`src/design/mrs_pkg.sv`:
```
// Shared constants, types and the CRC helper of the Modbus RTU register server.
package mrs_pkg;

    // Sizes of the register file and of the frame buffer.
    localparam int NUM_REGS    = 16;
    localparam int FRAME_BYTES = 64;
    localparam int RIDX_W      = (NUM_REGS > 1) ? $clog2(NUM_REGS) : 1;
    localparam int FIDX_W      = $clog2(FRAME_BYTES);
    localparam int LEN_W       = FIDX_W + 1;
    localparam int MAX_READ    = 16;
    localparam int K_W         = 6;

    // CRC-16 settings.
    localparam logic [15:0] CRC_INIT = 16'hFFFF;
    localparam logic [15:0] CRC_POLY = 16'hA001;

    // Reset values of the configuration registers.
    localparam logic [7:0] ADDR_RESET    = 8'd41;
    localparam logic [7:0] SILENCE_RESET = 8'd28;

    // Configuration register indexes.
    localparam logic CFG_SLAVE_ADDRESS = 1'b0;
    localparam logic CFG_SILENCE_TICKS = 1'b1;

    // Input item kinds.
    localparam logic OP_BYTE = 1'b0;
    localparam logic OP_TICK = 1'b1;

    // Function codes.
    localparam logic [7:0] FN_READ_HOLDING = 8'd3;
    localparam logic [7:0] FN_READ_ONE     = 8'd4;
    localparam logic [7:0] FN_WRITE_SINGLE = 8'd6;
    localparam logic [7:0] FN_WRITE_MULTI  = 8'd16;

    // Request kinds as held inside the block.
    localparam logic [1:0] KIND_RD3  = 2'd0;
    localparam logic [1:0] KIND_RD4  = 2'd1;
    localparam logic [1:0] KIND_WR6  = 2'd2;
    localparam logic [1:0] KIND_WR16 = 2'd3;

    // Commands from the controller to the datapath.
    typedef struct packed {
        logic ready;
        logic clear;
        logic reply_start;
        logic write6;
        logic sweep_start;
        logic sweep;
        logic emit;
    } cmd_t;

    // Status from the datapath to the controller.
    typedef struct packed {
        logic       close_hit;
        logic       kind_ok;
        logic [1:0] kind;
        logic       sweep_done;
        logic       out_free;
        logic       emit_last;
    } stat_t;

    // One byte of the reflected CRC-16.
    function automatic logic [15:0] crc_update(input logic [15:0] crc_in, input logic [7:0] b);
        logic [15:0] c;
        c = crc_in ^ {8'h00, b};
        for (int k = 0; k < 8; k++) begin
            if (c[0])
                c = (c >> 1) ^ CRC_POLY;
            else
                c = c >> 1;
        end
        return c;
    endfunction

endpackage

```
`src/design/mrs_ctrl.sv`:
```
// Controller state machine of the Modbus RTU register server.
module mrs_ctrl (
    input  logic           clk,
    input  logic           rst_n,
    input  mrs_pkg::stat_t stat,
    output mrs_pkg::cmd_t  cmd
);

    localparam logic [1:0] ST_IDLE  = 2'd0;
    localparam logic [1:0] ST_CHECK = 2'd1;
    localparam logic [1:0] ST_SWEEP = 2'd2;
    localparam logic [1:0] ST_REPLY = 2'd3;

    logic [1:0] state_reg;
    logic [1:0] state_next;

    // Next state and commands.
    always_comb
    begin
        state_next = state_reg;
        cmd        = '0;
        case (state_reg)
            ST_IDLE:
            begin
                cmd.ready = 1'b1;
                if (stat.close_hit)
                    state_next = ST_CHECK;
            end
            ST_CHECK:
            begin
                if (!stat.kind_ok)
                begin
                    cmd.clear  = 1'b1;
                    state_next = ST_IDLE;
                end
                else
                begin
                    cmd.reply_start = 1'b1;
                    cmd.write6      = (stat.kind == mrs_pkg::KIND_WR6);
                    cmd.sweep_start = (stat.kind == mrs_pkg::KIND_WR16);
                    state_next = (stat.kind == mrs_pkg::KIND_WR16) ? ST_SWEEP : ST_REPLY;
                end
            end
            ST_SWEEP:
            begin
                cmd.sweep = 1'b1;
                if (stat.sweep_done)
                    state_next = ST_REPLY;
            end
            ST_REPLY:
            begin
                if (stat.out_free)
                begin
                    cmd.emit = 1'b1;
                    if (stat.emit_last)
                    begin
                        cmd.clear  = 1'b1;
                        state_next = ST_IDLE;
                    end
                end
            end
            default:
            begin
                state_next = ST_IDLE;
            end
        endcase
    end

    // State register.
    always_ff @(posedge clk or negedge rst_n)
    begin
        if (!rst_n)
            state_reg <= ST_IDLE;
        else
            state_reg <= state_next;
    end

    // A reply is only started from a checked request.
    a_start_from_check: assert property (@(posedge clk) disable iff (!rst_n)
        cmd.reply_start |-> $past(state_reg) == ST_IDLE)
        else $error("reply started without a closing tick");
    // Bytes are only taken while idle.
    a_ready_idle: assert property (@(posedge clk) disable iff (!rst_n)
        cmd.ready |-> !cmd.emit && !cmd.sweep)
        else $error("input taken while busy");
    // Leaving the sweep means the sweep finished.
    a_sweep_exit: assert property (@(posedge clk) disable iff (!rst_n)
        (state_reg == ST_SWEEP && state_next == ST_REPLY) |-> stat.sweep_done)
        else $error("sweep left early");

endmodule

```
`src/design/mrs_datapath.sv`:
```
// Datapath of the Modbus RTU register server: frame buffer, register file, CRC and reply.
module mrs_datapath (
    input  logic           clk,
    input  logic           rst_n,
    input  logic           cfg_we,
    input  logic           cfg_index,
    input  logic [7:0]     cfg_data,
    input  logic           in_acc,
    input  logic           in_opcode,
    input  logic [7:0]     in_byte,
    input  mrs_pkg::cmd_t  cmd,
    output mrs_pkg::stat_t stat,
    input  logic           m_tready,
    output logic           m_tvalid,
    output logic [7:0]     m_tdata,
    output logic           m_tlast
);

    logic [7:0]                  addr_cfg_reg;
    logic [7:0]                  silence_reg;
    logic                        in_frame_reg;
    logic [mrs_pkg::LEN_W-1:0]   len_reg;
    logic                        ovf_reg;
    logic [7:0]                  idle_reg;
    logic [7:0]                  hdr_reg [0:6];
    logic [7:0]                  tail1_reg;
    logic [7:0]                  tail2_reg;
    logic [15:0]                 fcrc_reg;
    logic [7:0]                  mem [0:mrs_pkg::FRAME_BYTES-1];
    logic [15:0]                 regs_reg [0:mrs_pkg::NUM_REGS-1];
    logic [1:0]                  kind_reg;
    logic [mrs_pkg::LEN_W-1:0]   ptr_reg;
    logic                        pend_reg;
    logic                        low_reg;
    logic [7:0]                  hi_reg;
    logic [7:0]                  rdata_reg;
    logic [mrs_pkg::RIDX_W-1:0]  widx_reg;
    logic [mrs_pkg::K_W-1:0]     k_reg;
    logic [15:0]                 rcrc_reg;
    logic [mrs_pkg::RIDX_W-1:0]  rptr_reg;
    logic                        out_valid_reg;
    logic [7:0]                  out_data_reg;
    logic                        out_last_reg;

    logic [7:0]  idle_inc;
    logic        store_byte;
    logic        open_frame;
    logic [15:0] a16;
    logic [15:0] c16;
    logic [16:0] a_plus_c;
    logic [17:0] len16;
    logic        crc_ok;
    logic        base_ok;
    logic        range_ok;
    logic        len8;
    logic [1:0]  kind;
    logic        kind_ok;
    logic        issue;
    logic [mrs_pkg::K_W-1:0] ndata;
    logic [15:0] rv;
    logic [7:0]  reg_byte;
    logic [7:0]  data_byte;
    logic [7:0]  emit_byte;
    logic        emit_last;

    // Byte and tick decoding.
    assign idle_inc   = (idle_reg == 8'hFF) ? idle_reg : idle_reg + 8'd1;
    assign store_byte = in_acc && (in_opcode == mrs_pkg::OP_BYTE) && in_frame_reg
                        && (len_reg < mrs_pkg::LEN_W'(mrs_pkg::FRAME_BYTES));
    assign open_frame = in_acc && (in_opcode == mrs_pkg::OP_BYTE) && !in_frame_reg
                        && (in_byte == addr_cfg_reg);

    // Configuration registers.
    always_ff @(posedge clk or negedge rst_n)
    begin
        if (!rst_n)
        begin
            addr_cfg_reg <= mrs_pkg::ADDR_RESET;
            silence_reg  <= mrs_pkg::SILENCE_RESET;
        end
        else if (cfg_we)
        begin
            if (cfg_index == mrs_pkg::CFG_SLAVE_ADDRESS)
                addr_cfg_reg <= cfg_data;
            else
                silence_reg <= cfg_data;
        end
    end

    // Frame control state.
    always_ff @(posedge clk or negedge rst_n)
    begin
        if (!rst_n)
        begin
            in_frame_reg <= 1'b0;
            len_reg      <= '0;
            ovf_reg      <= 1'b0;
            idle_reg     <= '0;
        end
        else if (cmd.clear)
        begin
            in_frame_reg <= 1'b0;
            len_reg      <= '0;
            ovf_reg      <= 1'b0;
            idle_reg     <= '0;
        end
        else if (open_frame)
        begin
            in_frame_reg <= 1'b1;
            len_reg      <= mrs_pkg::LEN_W'(1);
            ovf_reg      <= 1'b0;
            idle_reg     <= '0;
        end
        else if (in_acc && in_frame_reg)
        begin
            if (in_opcode == mrs_pkg::OP_BYTE)
            begin
                idle_reg <= '0;
                if (store_byte)
                    len_reg <= len_reg + mrs_pkg::LEN_W'(1);
                else
                    ovf_reg <= 1'b1;
            end
            else
            begin
                idle_reg <= idle_inc;
            end
        end
    end

    // Frame payload: header copy, last two bytes and the running CRC that lags by two bytes.
    always_ff @(posedge clk)
    begin
        if (open_frame)
        begin
            hdr_reg[0] <= in_byte;
            tail1_reg  <= in_byte;
            fcrc_reg   <= mrs_pkg::CRC_INIT;
            mem[0]     <= in_byte;
        end
        else if (store_byte)
        begin
            mem[len_reg[mrs_pkg::FIDX_W-1:0]] <= in_byte;
            if (len_reg < mrs_pkg::LEN_W'(7))
                hdr_reg[len_reg[2:0]] <= in_byte;
            if (len_reg >= mrs_pkg::LEN_W'(2))
                fcrc_reg <= mrs_pkg::crc_update(fcrc_reg, tail2_reg);
            tail2_reg <= tail1_reg;
            tail1_reg <= in_byte;
        end
        if (issue)
            rdata_reg <= mem[ptr_reg[mrs_pkg::FIDX_W-1:0]];
        if (pend_reg && !low_reg)
            hi_reg <= rdata_reg;
    end

    // Request check.
    assign a16      = {hdr_reg[2], hdr_reg[3]};
    assign c16      = {hdr_reg[4], hdr_reg[5]};
    assign a_plus_c = {1'b0, a16} + {1'b0, c16};
    assign len16    = {1'b0, c16, 1'b0} + 18'd9;
    assign crc_ok   = ({tail1_reg, tail2_reg} == fcrc_reg);
    assign base_ok  = !ovf_reg && (len_reg >= mrs_pkg::LEN_W'(8)) && crc_ok;
    assign range_ok = (a_plus_c <= 17'(mrs_pkg::NUM_REGS));
    assign len8     = (len_reg == mrs_pkg::LEN_W'(8));

    always_comb
    begin
        kind    = mrs_pkg::KIND_RD3;
        kind_ok = 1'b0;
        case (hdr_reg[1])
            mrs_pkg::FN_READ_HOLDING:
            begin
                kind    = mrs_pkg::KIND_RD3;
                kind_ok = len8 && (c16 != 16'd0) && (c16 <= 16'(mrs_pkg::MAX_READ)) && range_ok;
            end
            mrs_pkg::FN_READ_ONE:
            begin
                kind    = mrs_pkg::KIND_RD4;
                kind_ok = len8 && (a16 < 16'(mrs_pkg::NUM_REGS));
            end
            mrs_pkg::FN_WRITE_SINGLE:
            begin
                kind    = mrs_pkg::KIND_WR6;
                kind_ok = len8 && (a16 < 16'(mrs_pkg::NUM_REGS));
            end
            mrs_pkg::FN_WRITE_MULTI:
            begin
                kind    = mrs_pkg::KIND_WR16;
                kind_ok = (c16 != 16'd0) && range_ok && (c16 <= 16'd127)
                          && (hdr_reg[6] == {c16[6:0], 1'b0})
                          && (len16 == 18'(len_reg));
            end
            default:
            begin
                kind    = mrs_pkg::KIND_RD3;
                kind_ok = 1'b0;
            end
        endcase
    end

    // Write sweep over the data bytes of a multiple write.
    assign issue = cmd.sweep && ({1'b0, ptr_reg} + (mrs_pkg::LEN_W + 1)'(3) <= {1'b0, len_reg});

    always_ff @(posedge clk or negedge rst_n)
    begin
        if (!rst_n)
        begin
            ptr_reg  <= '0;
            pend_reg <= 1'b0;
            low_reg  <= 1'b0;
            widx_reg <= '0;
            for (int i = 0; i < mrs_pkg::NUM_REGS; i++)
                regs_reg[i] <= '0;
        end
        else
        begin
            if (cmd.sweep_start)
            begin
                ptr_reg  <= mrs_pkg::LEN_W'(7);
                pend_reg <= 1'b0;
                widx_reg <= a16[mrs_pkg::RIDX_W-1:0];
            end
            else
            begin
                pend_reg <= issue;
                if (issue)
                begin
                    ptr_reg <= ptr_reg + mrs_pkg::LEN_W'(1);
                    low_reg <= !ptr_reg[0];
                end
                if (pend_reg && low_reg)
                begin
                    regs_reg[widx_reg] <= {hi_reg, rdata_reg};
                    widx_reg <= widx_reg + mrs_pkg::RIDX_W'(1);
                end
            end
            if (cmd.write6)
                regs_reg[a16[mrs_pkg::RIDX_W-1:0]] <= c16;
        end
    end

    // Reply byte selection.
    always_comb
    begin
        case (kind_reg)
            mrs_pkg::KIND_RD3: ndata = mrs_pkg::K_W'(3) + {c16[mrs_pkg::K_W-2:0], 1'b0};
            mrs_pkg::KIND_RD4: ndata = mrs_pkg::K_W'(5);
            default:           ndata = mrs_pkg::K_W'(6);
        endcase
    end

    assign rv       = regs_reg[rptr_reg];
    assign reg_byte = k_reg[0] ? rv[15:8] : rv[7:0];

    always_comb
    begin
        case (k_reg)
            mrs_pkg::K_W'(0): data_byte = hdr_reg[0];
            mrs_pkg::K_W'(1): data_byte = hdr_reg[1];
            mrs_pkg::K_W'(2):
            begin
                if (kind_reg == mrs_pkg::KIND_RD3)
                    data_byte = {c16[6:0], 1'b0};
                else if (kind_reg == mrs_pkg::KIND_RD4)
                    data_byte = 8'd2;
                else
                    data_byte = hdr_reg[2];
            end
            mrs_pkg::K_W'(3):
                data_byte = (kind_reg == mrs_pkg::KIND_RD3 || kind_reg == mrs_pkg::KIND_RD4)
                            ? reg_byte : hdr_reg[3];
            mrs_pkg::K_W'(4):
                data_byte = (kind_reg == mrs_pkg::KIND_RD3 || kind_reg == mrs_pkg::KIND_RD4)
                            ? reg_byte : hdr_reg[4];
            mrs_pkg::K_W'(5):
                data_byte = (kind_reg == mrs_pkg::KIND_RD3) ? reg_byte : hdr_reg[5];
            default: data_byte = reg_byte;
        endcase
    end

    assign emit_last = (k_reg == ndata + mrs_pkg::K_W'(1));
    assign emit_byte = (k_reg < ndata) ? data_byte
                     : (k_reg == ndata) ? rcrc_reg[7:0] : rcrc_reg[15:8];

    // Reply sequencing.
    always_ff @(posedge clk or negedge rst_n)
    begin
        if (!rst_n)
        begin
            kind_reg <= mrs_pkg::KIND_RD3;
            k_reg    <= '0;
            rptr_reg <= '0;
            rcrc_reg <= mrs_pkg::CRC_INIT;
        end
        else if (cmd.reply_start)
        begin
            kind_reg <= kind;
            k_reg    <= '0;
            rptr_reg <= a16[mrs_pkg::RIDX_W-1:0];
            rcrc_reg <= mrs_pkg::CRC_INIT;
        end
        else if (cmd.emit)
        begin
            k_reg <= k_reg + mrs_pkg::K_W'(1);
            if (k_reg < ndata)
                rcrc_reg <= mrs_pkg::crc_update(rcrc_reg, data_byte);
            if (k_reg >= mrs_pkg::K_W'(4) && !k_reg[0])
                rptr_reg <= rptr_reg + mrs_pkg::RIDX_W'(1);
        end
    end

    // Output register, so a reply byte can wait while the next item arrives.
    always_ff @(posedge clk or negedge rst_n)
    begin
        if (!rst_n)
            out_valid_reg <= 1'b0;
        else if (cmd.emit)
            out_valid_reg <= 1'b1;
        else if (m_tready)
            out_valid_reg <= 1'b0;
    end

    always_ff @(posedge clk)
    begin
        if (cmd.emit)
        begin
            out_data_reg <= emit_byte;
            out_last_reg <= emit_last;
        end
    end

    assign m_tvalid = out_valid_reg;
    assign m_tdata  = out_data_reg;
    assign m_tlast  = out_last_reg;

    // Status to the controller.
    assign stat.close_hit  = in_acc && (in_opcode == mrs_pkg::OP_TICK) && in_frame_reg
                             && (idle_inc >= silence_reg);
    assign stat.kind_ok    = base_ok && kind_ok;
    assign stat.kind       = kind;
    assign stat.sweep_done = !issue && !pend_reg;
    assign stat.out_free   = !out_valid_reg || m_tready;
    assign stat.emit_last  = emit_last;

    // A byte is only loaded when the output register is free.
    a_emit_free: assert property (@(posedge clk) disable iff (!rst_n)
        cmd.emit |-> (!out_valid_reg || m_tready))
        else $error("reply byte overwrote a waiting byte");
    // The frame length never passes the buffer size.
    a_len_bound: assert property (@(posedge clk) disable iff (!rst_n)
        len_reg <= mrs_pkg::LEN_W'(mrs_pkg::FRAME_BYTES))
        else $error("frame length out of range");
    // The final CRC byte appears flagged as last.
    a_last_flag: assert property (@(posedge clk) disable iff (!rst_n)
        (cmd.emit && emit_last) |=> (out_valid_reg && out_last_reg))
        else $error("last reply byte not flagged");

endmodule

```
`src/design/modbus_rtu_slave_register_server_unit.sv`:
```
// Top level of the Modbus RTU slave register server.
// The tick that closes a frame starts a reply sequence: a check of the request, for a multiple
// write a sweep through the frame buffer (one byte per cycle from its single read port), then
// the reply bytes (at most 37) while the output side takes them. No new item is taken until
// the last reply byte sits in the output register. The frame buffer needs no clearing after
// reset.
module modbus_rtu_slave_register_server_unit (
    input  logic       clk,
    input  logic       rst_n,
    // Configuration write channel.
    input  logic       cfg_valid,
    output logic       cfg_ready,
    input  logic       cfg_index,
    input  logic [7:0] cfg_data,
    // Input stream.
    input  logic       s_tvalid,
    output logic       s_tready,
    input  logic [7:0] s_tdata,    // [7:0] rx_byte
    input  logic       s_tuser,    // [0] opcode
    // Output stream.
    output logic       m_tvalid,
    input  logic       m_tready,
    output logic [7:0] m_tdata,    // [7:0] tx_byte
    output logic       m_tlast
);

    mrs_pkg::cmd_t  cmd;
    mrs_pkg::stat_t stat;
    logic           in_acc;

    // Configuration writes are taken at once.
    assign cfg_ready = 1'b1;
    assign s_tready  = cmd.ready;
    assign in_acc    = s_tvalid && cmd.ready;

    mrs_ctrl u_ctrl (
        .clk   (clk),
        .rst_n (rst_n),
        .stat  (stat),
        .cmd   (cmd)
    );

    mrs_datapath u_datapath (
        .clk       (clk),
        .rst_n     (rst_n),
        .cfg_we    (cfg_valid),
        .cfg_index (cfg_index),
        .cfg_data  (cfg_data),
        .in_acc    (in_acc),
        .in_opcode (s_tuser),
        .in_byte   (s_tdata),
        .cmd       (cmd),
        .stat      (stat),
        .m_tready  (m_tready),
        .m_tvalid  (m_tvalid),
        .m_tdata   (m_tdata),
        .m_tlast   (m_tlast)
    );

endmodule
```
`config.mk`:
```
export PLATFORM = sky130hd
export DESIGN_NAME = modbus_rtu_slave_register_server_unit
export DESIGN_NICKNAME = d
export VERILOG_FILES = /design/src/design/mrs_pkg.sv /design/src/design/mrs_ctrl.sv /design/src/design/mrs_datapath.sv /design/src/design/modbus_rtu_slave_register_server_unit.sv
export SDC_FILE = /design/constraint.sdc
export NUM_CORES = 2
export LEC_CHECK = 0
export ABC_AREA = 1
export ABC_CLOCK_PERIOD_IN_PS = 4120
export BUFFER_PORTS_ARGS = -buffer_cell sky130_fd_sc_hd__buf_2
export CORE_UTILIZATION = 30
export DETAILED_ROUTE_END_ITERATION = 10
export PLACE_DENSITY = 0.45
export SLEW_MARGIN = 10
export SYNTH_ARGS = -nofsm -noshare
export SYNTH_HDL_FRONTEND = slang
export SYNTH_SLANG_ARGS = --single-unit
```
`constraint.sdc`:
```
create_clock -name clk -period 4.12 [get_ports clk]
set_input_delay 0.412 -clock clk [delete_from_list [all_inputs] [get_ports clk]]
set_output_delay 0.412 -clock clk [all_outputs]
set_load 0.01 [all_outputs]
```
Word level (Yosys, flattened, before mapping) --
Memory sizes are Yosys's and may differ from the RTL's. A register that Yosys moved wholly into a read port is not among the register bits. Index checks and enable logic that the tools add are counted.
Cells by class: multiplexer cells 148, equality and inequality tests 29, bitwise gates (word level) 25, add/subtract/negate cells 11, $lt $le $gt $ge 17, divide/modulo/power cells 0, reduce and logical (&&, ||, !) cells 65, shifts and indexed selects 0, $mul 0
Operator list (count):
- $mux W16 | 65
- $mux W256 | 3
- $bwmux W256 | 2
- $mux W8 | 17
- $demux W16 S4 | 2
- $bmux W16 S4 | 1
- $mux W7 | 7
- $not A2 Y3 | 16
- $pmux W8 S6 | 1
- $xor A16 B8 Y16 | 2
- $mux W1 | 29
- $logic_and A1 B1 Y1 | 28
- $mux W4 | 5
- $add A17 B4 Y18 const B | 1
- $eq A18 B7 Y1 | 1
- $mux W6 | 3
- $add A16 B16 Y17 | 1
- $le A17 B5 Y1 const B | 1
- $eq A16 B16 Y1 | 1
- $eq A8 B3 Y1 const B | 2
- $eq A8 B8 Y1 | 2
- $le A16 B5 Y1 const B | 1
- $le A16 B7 Y1 const B | 1
- $lt A16 B5 Y1 const B | 1
- 51 further kinds | 102
Storage, ports and cells: memories 2, register bits after elaboration 382, RAM bits 568, ROM bits 0, output and inout port bits 12, latch bits 0
Memory list:
- u_datapath.mem | words 64, bits a word 8, rd ports 1, clocked after Yosys merged registers in 1, wr ports 1, RTL line mrs_datapath.sv:29 | logic [7:0] mem [0:mrs_pkg::FRAME_BYTES-1];
- u_datapath.hdr_reg | words 7, bits a word 8, rd ports 7, clocked after Yosys merged registers in 0, wr ports 1, RTL line mrs_datapath.sv:25 | logic [7:0] hdr_reg [0:6];

Depth between registers and ports, before layout --
word-level depth 48, depth in mapped cells 28, gate-level depth less buffers 25

By module --
A second synthesis with hierarchy kept.
Unflattened totals: cell total of the unflattened synthesis 4610, area, all modules 45293.4 um^2
By module, submodules not included:
- mrs_datapath | cells an instance 4576, instances 1, area each 45097.0 um^2, sequential area each 26918.3 um^2
- mrs_ctrl | cells an instance 30, instances 1, area each 177.7 um^2, sequential area each 50.0 um^2
- modbus_rtu_slave_register_server_unit | cells an instance 4, instances 1, area each 18.8 um^2, sequential area each 0.0 um^2

Least setup slack after synthesis --
OpenSTA, ideal clock, no wires.
kind register -> register, start register u_datapath.ptr_reg[0] (netlist bit), end register u_datapath.ptr_reg[6] (netlist bit), path buffers 4, cell stages (with the launch flop) 19, slack 540 ps, arrival time 3518 ps, path through dfrtp_1 > clkbuf_1 > inv_1 > clkbuf_1 > clkbuf_1 > buf_1 > ha_1 > nor4_1 > xor2_1 > ha_1 > nand2_1 > o41ai_1 > nand2_1 > inv_2 > nand2_1 > nor4_1 > xor2_1 > nand2_1 > inv_1
Between the ends: word-level cells in the longest chain between the ends 4
Ends and longest elaborated chain:
- start, declared | RTL line mrs_datapath.sv:32 | logic [mrs_pkg::LEN_W-1:0] ptr_reg;
- start signal, assigned | RTL line mrs_datapath.sv:220 | ptr_reg <= mrs_pkg::LEN_W'(7);
- start signal, assigned | RTL line mrs_datapath.sv:229 | ptr_reg <= ptr_reg + mrs_pkg::LEN_W'(1);
- $add A7 B2 Y8 | RTL line mrs_datapath.sv:203 | assign issue = cmd.sweep && ({1'b0, ptr_reg} + (mrs_pkg::LEN_W + 1)'(3) <= {1'b0, len_reg});
- $le A8 B7 Y1 | RTL line mrs_datapath.sv:203
- $logic_and A1 B1 Y1 | RTL line mrs_datapath.sv:203
- net u_datapath.issue | RTL line mrs_datapath.sv:58 | logic issue;
- $reduce_bool A2 Y1 (no line)
The timed path passes the listed nets, and every way through them passes these cells. The select of a mux whose other input is x is not followed. A chain may end at the register's enable or synchronous reset.

==> impl_metrics.yaml <==
placement:
  routabilityCongestion: 0.891
  dp.cells: 7582
  dpl.hpwl_mm: 117
  place_area_um2: 52700
  port_buffers: 33
cts:
  cts-root-buf: "clkbuf_16"
  clock_sinks: 958
  cts_buffers: 113
  cts_tree: "done"
  htreeDepth: 3
  clock_latency_ps: 770
  clkTransAtPathRegs_ps: 60
  clock_path_buffers: 3
flow_run:
  drv_cap: 0
global_route:
  grt_start_max_net_pins: 171
  grt_usage_pct: 22.1
  antenna_found_initial: 3
  grt_pass1_vias: 39500
  grt_pass1_wl_mm: 271
  grt_remaining_overflow: 0
drt:
  wl_mm: 184
  ant_nets: 0
  drc_errors: 0
  wl_per_cell_um: 23.5
  via_per_inst: 5.26
  drtIter0Drc: 3729
  dr_total_vias: 41000
  firstDrtPassIters: 6
critical_path:
  critPathLaunchType: "flip-flop"
  required_ps: 4720
  worstPathArrival_ps: 4530
  reg2reg_from: "u_datapath.hdr_reg[5][1]$_DFFE_PP_"
  end_kind: "flip-flop"
  crit_fanout: 44
  worstSetupPathType: "flip-flop to flip-flop"
  reg2reg_depth: 20
  r2r_slack_ps: 190
  r2r-end: "u_datapath.regs_reg[88]$_DFF_PN0_"
final_layout:
  largest_reg_flops: 512
  stdcell_count: 7806
  final_cell_mix: "964 x nand2_1, 854 x nor2_1, 609 x edfxtp_1"
  fill_cells: 16500
  fin_area_um2: 56600
  multi_input_area_um2: 18600
  area_growth_pct: 16.0
  final_common_cell: "nand2_1"
  fin_util_pct: 35.1
  nets: 5633
  register_area_um2: 27000
  layout-drive-gt1-share_pct: 11.0
pwr:
  seqPwrFrac_pct: 41.2
  p_leak_nw: 23.8
  intPower_mw: 17.8
  irDropWorstVdd_v: 0.000350
  clkPwrFrac_pct: 39.2
  netSwitchingPower_mw: 8.09
  combPwrFrac_pct: 19.6
  p_per_area_nw_per_um2: 457
  switching_share_pct: 31.3
hold_path:
  hold_path_depth: 3
  hp-class: "input pin to flip-flop"
  hp-start: "s_tuser"
  hold_end: "u_datapath.idle_reg[5]$_DFFE_PN0P_"
yosys:
  synth_nets: 5564
  ys_seq_area_share_pct: 55.3
  synthArstFlopShare_pct: 34.8
  ys_warn_count: 0
  ys.flop_type: "edfxtp_1"
  netlist_area_um2: 48800
  syn_inst: 5480
  avgSynthCellArea_um2: 8.90
  synth_edf_count: 609
  ys_ff_latch: 958
  synthDistinctLibCells: 68
sta:
  rsz0062_at_grt: "yes"
  post-route-min-period_ps: 3930
  max_freq_mhz: 254
  hold_viol: 0
  skew_ps: 70.0
  worstMarginPinSlew_ps: 980
  finalCritPeriodShare_pct: 95.4
  final-setup-viol-count: 0
  drv_slew: 0
  relSlewSlack_pct: 34.7
floorplan:
  dieWidth_um: 405
  die_h_um: 405
  dieArea_um2: 164000
  core-area_um2: 161000
  start_util_pct: 30.3
  rows: 147
  num_io_pins: 35
status:
  status: "finished, final reports clean"
[area by class of cell]
type / instances / share of cell area, %
Antenna cell: 1 / 0.00442
Clock buffer: 159 / 5.66
Clock inverter: 52 / 0.947
Inverter: 434 / 2.92
Multi-Input combinational cell: 3705 / 32.9
Sequential cell: 958 / 47.7
Tap cell: 2160 / 4.78
Timing Repair Buffer: 337 / 5.05
[worst max-delay path: stages (launching register included)]
cell	delay, ps
edfxtp_1	530
buf_4	270
ha_1	330
nand2_1	80
nor2_1	50
nand2_1	90
nand3_1	110
nand2_1	90
o311ai_0	160
or2_2	330
nand2_1	70
inv_1	40
nand4_1	120
nand2_1	190
nand4_4	160
buf_12	250
nand3_2	440
nand2_1	190
nand2_1	70
nor2_1	90
nor2_1	50
[layer usage]
layer	vias up	track usage [%]	part of all wire, %
met4	0	7.36	3.2
met2	1415	35.9	47
li1	19200	-	-
met3	317	3.28	6.0
met5	-	0	0
met1	20100	30.0	44
[timing repair]
item / in CTS / in global routing
hold endpoints to repair: 103 / 0
gates resized for setup: 2 / 0
hold buffers: 12 / 0
buffers inserted: 0 / 0
endpoints found under the setup margin: 65 / 44
gates cloned: 0 / 0
pin swaps: 0 / 0
[power by group through the flow]
stage / clock (mW) / combinational (mW) / sequential (mW)
floorplan: 0 / 2.90 / 10.8
global placement: 0 / 4.99 / 10.8
detailed placement: 0 / 4.99 / 10.8
CTS: 10.4 / 5.03 / 10.6
global route: 10.7 / 5.52 / 10.7
finish: 10.1 / 5.06 / 10.6
[synth_stat cells (13+ instances only)]
| cell type | n | area [um2] |
|---|---|---|
| xor2_1 | 43 | 377 |
| edfxtp_1 | 609 | 18300 |
| inv_1 | 404 | 1520 |
| nand2_2 | 13 | 81.3 |
| inv_2 | 14 | 52.6 |
| ha_1 | 60 | 751 |
| dfstp_2 | 22 | 578 |
| o22ai_1 | 76 | 475 |
| o21ai_0 | 470 | 2350 |
| dfrtp_1 | 311 | 7780 |
| o221ai_1 | 73 | 639 |
| buf_1 | 40 | 150 |
| buf_2 | 71 | 355 |
| nand3_2 | 15 | 150 |
| xnor2_1 | 19 | 166 |
| clkbuf_1 | 256 | 961 |
| nand4_1 | 412 | 2580 |
| nand2_1 | 964 | 3620 |
| nand3_1 | 336 | 1680 |
| dfxtp_1 | 16 | 320 |
| nor3_1 | 42 | 210 |
| o211ai_1 | 34 | 255 |
| nor2_1 | 866 | 3250 |
| a21oi_1 | 143 | 716 |
| nor4_1 | 16 | 100 |
[cells by family (layout without fill, tap and decap cells)]
logic type / after synthesis / count (layout) / share of synthesized area (%)
xor gates and xnor gates: 62 / 62 / 1.11
adders and majority gates: 61 / 61 / 1.58
DFF: 958 / 958 / 55.3
other: 1 / 2 / 0.00769
and+or+nand+nor: 2710 / 2710 / 24.9
AOI/OAI and AO/OA: 871 / 871 / 10.3
buffers and inverters: 817 / 982 / 6.72
[worst max-delay path by stage]
| stage | startpoint | to | slack (ps) |
|---|---|---|---|
| floorplan | u_datapath.ptr_reg[0]$_DFFE_PN0P_ | u_datapath.ptr_reg[6]$_DFFE_PN0P_ | 540 |
| global placement | flip-flop | u_datapath.mem[47][6]$_DFFE_PP_ | -140 |
| detailed placement | flip-flop | u_datapath.mem[55][3]$_DFFE_PP_ | -160 |
| CTS | u_ctrl.state_reg[0]$_DFFE_PN0P_ | u_datapath.mem[9][3]$_DFFE_PP_ | 200 |
| global route | u_datapath.hdr_reg[5][1]$_DFFE_PP_ | u_datapath.regs_reg[85]$_DFF_PN0_ | -90 |
| finish | u_datapath.hdr_reg[5][1]$_DFFE_PP_ | u_datapath.regs_reg[88]$_DFF_PN0_ | 190 |
[through the flow]
stage / hold WS [ps] / power [mW] / setup WS, ps / TNS, ps
3_5_place_dp: 464 / 15.8 / -159 / -3240
2_1_floorplan: 116 / 13.7 / 540 / 0
6_report: 71.2 / 25.8 / 190 / 0
4_1_cts: 13.5 / 26.0 / 197 / 0
3_3_place_gp: 467 / 15.8 / -143 / -3000
5_1_grt: 66.6 / 26.9 / -85.6 / -2070
(Power assumes the default switching activity.)
